**src/smx_pkg.sv**
```systemverilog
`timescale 1ns / 1ps
`default_nettype none
package smx_pkg;
	localparam int CELL_BITS_DEF = 32;
	localparam int DSTACK_DEPTH_DEF = 64;
	localparam int RSTACK_DEPTH_DEF = 64;
	localparam int DMEM_BYTES_DEF = 65536;

	typedef enum logic [4:0] {
		OP_NOOP = 5'd0, OP_EXIT = 5'd1, OP_LIT = 5'd2, OP_BRANCH = 5'd3,
		OP_ZBRANCH = 5'd4, OP_DROP = 5'd5, OP_PICK = 5'd6, OP_OVER = 5'd7,
		OP_SWAP = 5'd8, OP_TO_R = 5'd9, OP_R_FETCH = 5'd10, OP_R_FROM = 5'd11,
		OP_ADD = 5'd12, OP_SUB = 5'd13, OP_MUL = 5'd14, OP_DIV = 5'd15,
		OP_MOD = 5'd16, OP_TWO_SLASH = 5'd17, OP_RSHIFT = 5'd18, OP_LSHIFT = 5'd19,
		OP_LT = 5'd20, OP_EQ = 5'd21, OP_GT = 5'd22, OP_AND = 5'd23,
		OP_OR = 5'd24, OP_XOR = 5'd25, OP_INVERT = 5'd26, OP_FETCH = 5'd27,
		OP_STORE = 5'd28, OP_CFETCH = 5'd29, OP_CSTORE = 5'd30, OP_CALL = 5'd31
	} op_t;

	typedef enum logic [2:0] {
		ST_OK = 3'd0, ST_DUNDER = 3'd1, ST_DOVER = 3'd2, ST_RUNDER = 3'd3,
		ST_ROVER = 3'd4, ST_DIVZ = 3'd5, ST_HALTED = 3'd6
	} status_t;

	typedef enum logic [3:0] {
		S_IDLE, S_RD, S_EXEC, S_DIV, S_MRD, S_MWR, S_WB, S_OUT
	} state_t;

	// controller -> datapath
	typedef struct packed {
		logic load;      // capture item, start stack reads
		logic exec;      // evaluate and latch results
		logic div_start;
		logic mem_rd;    // read one byte
		logic mem_wr;    // write one byte
		logic wb;        // commit stack writes, depths, ip
		logic out_load;  // capture result item
	} ctl_t;

	// datapath -> controller
	typedef struct packed {
		logic need_div;
		logic need_mrd;
		logic need_mwr;
		logic div_done;
		logic mem_last;
	} sts_t;
endpackage
`default_nettype wire

```
**src/smx_ctrl.sv**
```systemverilog
`timescale 1ns / 1ps
`default_nettype none
module smx_ctrl (
	input  wire logic          clk,
	input  wire logic          arst_n,
	input  wire logic          in_valid,
	output logic               in_ready,
	output logic               out_valid,
	input  wire logic          out_ready,
	input  wire smx_pkg::sts_t sts,
	output smx_pkg::ctl_t      ctl
);
	smx_pkg::state_t state_q, state_d;

	always_ff @(posedge clk or negedge arst_n) begin
		if (!arst_n) state_q <= smx_pkg::S_IDLE;
		else state_q <= state_d;
	end

	always_comb begin
		state_d = state_q;
		ctl = '0;
		in_ready = 1'b0;
		out_valid = 1'b0;
		case (state_q)
			smx_pkg::S_IDLE: begin
				// out_ready: result register free for the next item
				in_ready = out_ready;
				if (in_valid && out_ready) begin
					ctl.load = 1'b1;
					state_d = smx_pkg::S_RD;
				end
			end
			smx_pkg::S_RD: state_d = smx_pkg::S_EXEC; // pick read and multiply settle
			smx_pkg::S_EXEC: begin
				ctl.exec = 1'b1;
				if (sts.need_div) begin
					ctl.div_start = 1'b1;
					state_d = smx_pkg::S_DIV;
				end else if (sts.need_mrd) state_d = smx_pkg::S_MRD;
				else if (sts.need_mwr) state_d = smx_pkg::S_MWR;
				else state_d = smx_pkg::S_WB;
			end
			smx_pkg::S_DIV: if (sts.div_done) state_d = smx_pkg::S_WB;
			smx_pkg::S_MRD: begin
				ctl.mem_rd = 1'b1;
				if (sts.mem_last) state_d = smx_pkg::S_WB;
			end
			smx_pkg::S_MWR: begin
				ctl.mem_wr = 1'b1;
				if (sts.mem_last) state_d = smx_pkg::S_WB;
			end
			smx_pkg::S_WB: begin
				ctl.wb = 1'b1;
				state_d = smx_pkg::S_OUT;
			end
			smx_pkg::S_OUT: begin
				ctl.out_load = 1'b1;
				state_d = smx_pkg::S_IDLE;
				out_valid = 1'b1;
			end
			default: state_d = smx_pkg::S_IDLE;
		endcase
	end
endmodule
`default_nettype wire
```
**config.mk**
```make
export PLATFORM = sky130hd
export DESIGN_NAME = smx_ctrl
export DESIGN_NICKNAME = d
export VERILOG_FILES = /design/src/smx_pkg.sv /design/src/smx_ctrl.sv
export SDC_FILE = /design/constraint.sdc
export NUM_CORES = 1
export LEC_CHECK = 0
export BUFFER_PORTS_ARGS = -buffer_cell sky130_fd_sc_hd__buf_2
export CAP_MARGIN = 20
export CORE_AREA = 2 2 39 41
export DETAILED_ROUTE_END_ITERATION = 16
export DIE_AREA = 0 0 41 43
export PLACE_DENSITY_LB_ADDON = 0.05
export SYNTH_ARGS = -nofsm -noshare
export SYNTH_HDL_FRONTEND = slang
export SYNTH_SLANG_ARGS = --single-unit
```
**constraint.sdc**
```tcl
create_clock -name clk -period 1.8 [get_ports clk]
set_clock_uncertainty 0.15 [all_clocks]
set_input_delay 0.36 -clock clk [delete_from_list [all_inputs] [get_ports clk]]
set_output_delay 0.36 -clock clk [all_outputs]
set_load 0.03 [all_outputs]
```
==> impl_metrics.py, run 1 <==
metrics = {
    "power": {
        "vdd_drop_max_uv": 791,
        "cellPowerDensity_nw_per_um2": 1920,
        "p_leak_nw": 0.232,
        "power_mw": 0.896,
    },
    "critical_path": {
        "startpoint": "state_q[1]",
        "worstPathRequired_ps": 1290,
        "worstSetupPathType": "reg -> out",
        "cp_max_fo": 5,
        "endpoint": "ctl[6]",
        "critPathArrivalTime_ps": 1260,
        "worstRegToRegCells": 4,
        "start_kind": "flip-flop",
        "crit-reg2reg-capture": "state_q[0]",
        "worstReg2RegStart": "state_q[1]",
        "crit_path_end_kind": "output pin",
        "reg2reg_slack_ps": 400,
    },
    "timing": {
        "maxSlewViolCount": 0,
        "tns_ps": 0,
        "fmax_ghz": 0.566,
        "timing.hold.ws_ps": 298,
        "slew-limit-headroom": 0.843,
        "setup_viol": 0,
        "layout_min_cycle_time_ps": 1770,
        "worst_slew_pin_slew_ps": 235,
        "hold_violations": 0,
        "rsz0062_at_grt": "yes",
        "fin_ws_ps": 33.8,
        "period_share": 0.981,
    },
    "status": {
        "status": "complete, no violations",
    },
    "finish": {
        "utilization": 0.338,
        "layout_commonest_cell": "buf_2",
        "layout_common_cells": "13 x buf_2, 9 x buf_4, 4 x nor2_1, 4 x clkbuf_4, 3 x nand2_1",
        "final_area_um2": 468,
        "syn2layout_area_growth_pct": 67.7,
        "largest_reg_flops": 3,
        "nets": 69,
        "largest_register": "state_q",
        "n_antenna_cell": 0,
        "finalNonFillerCells": 75,
        "drive_above_1_share": 0.576,
        "top_regs": "state_q: 3 flops",
    },
    "placed_design": {
        "dp_cells": 64,
        "post-place-ws_ps": 112,
        "routabilityCongestion": 0.730,
        "placed_area_um2": 367,
        "portBuffers": 17,
        "dpl.hpwl_um": 555,
    },
    "clock_network": {
        "clkTransAtPathRegs_ps": 40,
        "cts_sinks": 3,
        "cts_tree": "built",
        "cts-root-buf": "clkbuf_4",
        "cts-htree-levels": 1,
        "cts_buffers": 3,
        "clk_latency_ps": 230,
        "clockBufferDepth": 2,
    },
    "grt": {
        "antenna_found_initial": 0,
        "grt_pass1_wl_um": 1150,
        "overflow": 0,
        "grt_start_max_net_pins": 11,
        "grt_pass1_vias": 283,
        "grt_usage": 0.0983,
    },
    "logic_synthesis": {
        "synth_area_um2": 279,
        "synth_cells": 34,
        "synthesis.nets": 43,
        "synth_seq_area_share": 0.269,
        "synth_warnings": 0,
        "synth_area_leaders": "dfrtp_1 27%, nor4b_4 8.5%, buf_4 5.4%, nor2_1 5.4%, nor3b_1 5.4%",
        "synth_seq_cells": 3,
        "post-synth-top-area-cell": "dfrtp_1",
        "synth_cell_types": 21,
        "syn_area_per_cell_um2": 8.21,
        "synth_top_area_share": 0.269,
    },
    "die": {
        "die_w_um": 41,
        "die-area_um2": 1760,
        "rows": 14,
        "ios": 18,
        "fp.dieH_um": 43,
        "core_area_um2": 1380,
        "initial_core_util": 0.202,
    },
    "routing": {
        "postRouteWirelength_um": 781,
        "vias": 324,
        "viasPerCell": 4.32,
        "dr.pass1.iters": 1,
        "initialDrtViolationCount": 0,
        "wl_per_cell_um": 10.4,
        "drcViolationCount": 0,
        "ant_nets": 0,
    },
    "worst_hold_path": {
        "min_path_type": "in -> async",
    },
    "flow_run": {
        "maxCapViolCount": 0,
    },
}
## per-layer routing
metal	global-route usage	vias up	part of all wire
met2	0.122	13	0.45
met3	0.0157	0	0.076
li1	-	170	-
met1	0.141	141	0.47
met4	0.0800	0	0
met5	0	-	0
## cell type report
| type | instances | area (um^2) |
|---|---|---|
| clock buffer | 4 | 26.3 |
| sequential | 3 | 77.6 |
| fill | 165 | 916 |
| timing repair buffer | 25 | 161 |
| inverter | 2 | 7.51 |
| multi-input combinational | 25 | 175 |
| tap | 16 | 20.0 |
## cell families after synthesis
family | share of synthesized area
AOI/OAI and AO/OA | 0.224
DFF | 0.269
and+or+nand+nor | 0.368
buffers and inverters | 0.139
## critical path: stages (launching register included)
cell	delay, ps
dfrtp_2	440
nor4b_4	290
and2_4	180
buf_6	120
## cells in the mapped netlist, drive strengths merged
library cell,instances
a211oi,1
dfrtp,3
o21bai,1
nand2,3
nor2,4
a21oi,1
o21ai,2
o32a,1
and2,1
nor4b,1
a22oi,1
buf,4
a311oi,1
nor3,2
nor3b,2
inv,2
a31oi,1
nand2b,3
## worst min path at each step
stage,endpoint,slack (ps),depth (start not counted)
final,state_q[0],300,2
after global routing,state_q[1],300,3
after CTS,state_q[1],280,3
after detailed placement,state_q[0],6,1
after global placement,state_q[0],4,1
after floorplan,state_q[0],-90,0
## timing repair
item	in CTS	in global routing
buffers inserted	2	4
hold buffers	1	0
pin swaps	0	2
resized for setup	5	4
setup endpoints to repair	7	6
endpoints found under the hold margin	3	0
## where the power goes
part           switching [mW]  internal [mW]
Clock                  0.0334         0.0829
Combinational           0.341          0.267
Sequential             0.0629          0.109
Total                   0.437          0.459
Power figures use the tool's default switching activity.
==> inputs of run 2 (changes only) <==
--- a/config.mk
+++ b/config.mk
@@ -11,6 +11,7 @@
 export DETAILED_ROUTE_END_ITERATION = 16
 export DIE_AREA = 0 0 41 43
 export PLACE_DENSITY_LB_ADDON = 0.05
+export RECOVER_POWER = 25
 export SYNTH_ARGS = -nofsm -noshare
 export SYNTH_HDL_FRONTEND = slang
 export SYNTH_SLANG_ARGS = --single-unit
==> impl_metrics.py, run 2 (synthesized netlist as in run 1, its figures left out) <==
metrics = {
    "grt": {
        "grt_start_max_net_pins": 11,
        "antenna_found_initial": 0,
        "overflow": 0,
        "met1_usage": 0.141,
        "grt_usage": 0.0983,
        "grt_pass1_vias": 283,
        "use_met2": 0.122,
        "grt_most_used_layer": "met1",
        "grt_pass1_wl_um": 1150,
        "use_met3": 0.0157,
    },
    "power": {
        "p_int_mw": 0.459,
        "combPwrFrac": 0.678,
        "switchingPower_mw": 0.437,
        "cellPowerDensity_nw_per_um2": 1920,
        "p_seq_frac": 0.192,
        "vdd_drop_max_uv": 790,
        "power_mw": 0.896,
        "pwr-share-clk": 0.130,
        "p_leak_nw": 0.229,
        "sw_frac_of_total": 0.488,
    },
    "timing": {
        "maxSlewViolCount": 0,
        "slew-limit-headroom": 0.843,
        "hold_violations": 0,
        "setup_viol": 0,
        "period_share": 0.981,
        "rsz0062_at_grt": "yes",
        "timing.hold.ws_ps": 298,
        "worst_slew_pin_slew_ps": 235,
        "layout_min_cycle_time_ps": 1770,
        "tns_ps": 0,
        "fmax_ghz": 0.566,
    },
    "placed_design": {
        "dp_cells": 64,
        "dpl.hpwl_um": 555,
        "portBuffers": 17,
        "routabilityCongestion": 0.730,
        "placed_area_um2": 367,
    },
    "routing": {
        "postRouteWirelength_um": 779,
        "dr.pass1.iters": 1,
        "ant_nets": 0,
        "initialDrtViolationCount": 0,
        "viasPerCell": 4.32,
        "drcViolationCount": 0,
        "wl_per_cell_um": 10.4,
        "vias": 324,
    },
    "die": {
        "die_w_um": 41,
        "die-area_um2": 1760,
        "ios": 18,
        "core_area_um2": 1380,
        "initial_core_util": 0.202,
        "rows": 14,
        "fp.dieH_um": 43,
    },
    "finish": {
        "top_regs": "state_q: 3 flops",
        "layout_commonest_cell": "buf_2",
        "largest_reg_flops": 3,
        "nets": 69,
        "largest_register": "state_q",
        "drive_above_1_share": 0.559,
        "final_area_um2": 467,
        "syn2layout_area_growth_pct": 67.3,
        "finalNonFillerCells": 75,
        "n_antenna_cell": 0,
        "layout_common_cells": "12 x buf_2, 9 x buf_4, 4 x nor2_1, 4 x clkbuf_4, 3 x nand2_1",
    },
    "critical_path": {
        "cp_slowest_cell": "dfrtp_2",
        "slowest_delay_ps": 440,
        "startpoint": "state_q[1]",
        "cp_max_fo": 5,
        "crit_chain": "nor4b_4 > and2_4 > buf_6",
        "worstReg2RegStart": "state_q[1]",
        "crit_path_end_kind": "output pin",
        "critPathArrivalTime_ps": 1260,
        "worstPathRequired_ps": 1290,
        "worstSetupPathType": "reg -> out",
        "start_kind": "flip-flop",
    },
    "clock_network": {
        "cts-htree-levels": 1,
        "cts_sinks": 3,
        "cts_buffers": 3,
        "cts_tree": "built",
        "clk_latency_ps": 230,
        "cts-root-buf": "clkbuf_4",
        "clkTransAtPathRegs_ps": 30,
        "clockBufferDepth": 2,
    },
    "worst_hold_path": {
        "min_path_type": "in -> reg",
        "hp-start": "sts[0]",
    },
    "status": {
        "status": "complete, no violations",
    },
    "flow_run": {
        "maxCapViolCount": 0,
    },
}
-- run 2: changes by cell type in the layout (fill, tap and decap cells not counted) --
cell,before,now
buf_2,13,12
clkbuf_1,1,2
-- run 2: per-stage QoR --
step	util	worst slack [ps]
global route	0.337	-54.6
floorplan	-	-44.3
CTS	0.309	10.4
finish	0.337	33.8
detailed placement	0.265	112
global placement	0.265	151
-- run 2: final timing paths --
| kind | to | slack, ps | cells after the start |
|---|---|---|---|
| setup / recovery | ctl[6] | 30 | 3 |
| hold / removal | state_q[1] | 300 | 3 |
| setup reg to reg | state_q[0] | 400 | 4 |
| hold reg to reg | state_q[2] | 510 | 3 |
| max in group asynchronous | state_q[1] | 1030 | 2 |
| min in group asynchronous | state_q[0] | 310 | 2 |
-- run 2: power by group through the flow --
stage	clock (mW)	sequential (mW)	combinational (mW)
finish	0.116	0.172	0.608
detailed placement	0	0.199	0.451
CTS	0.123	0.186	0.516
floorplan	0	0.117	0.453
global placement	0	0.198	0.458
global route	0.128	0.178	0.658
-- run 2: layout make-up --
type                            count  area (um^2)
Tap cell                           16         20.0
Timing Repair Buffer               25          160
Sequential cell                     3         77.6
Multi-Input combinational cell     25          175
Inverter                            2         7.51
Clock buffer                        4         26.3
Fill cell                         164          917
-- run 2: layer usage --
layer,part of all wire,vias up
li1,-,170
met1,0.47,141
met2,0.45,13
met3,0.076,0
met4,0,0
met5,0,-
-- run 2: what timing repair did --
item / 4_1_cts / 5_1_grt
setup endpoints to repair: 7 / 6
endpoints found under the hold margin: 3 / 0
resized for setup: 5 / 4
buffers inserted: 2 / 4
pin swaps: 0 / 2
hold buffers: 1 / 0
-- run 2: critical path, delay by kind of cell (launching register included) --
kind,cells,cell delay [ps]
buf+inv,1,120
flops,1,440
simple gates,2,470
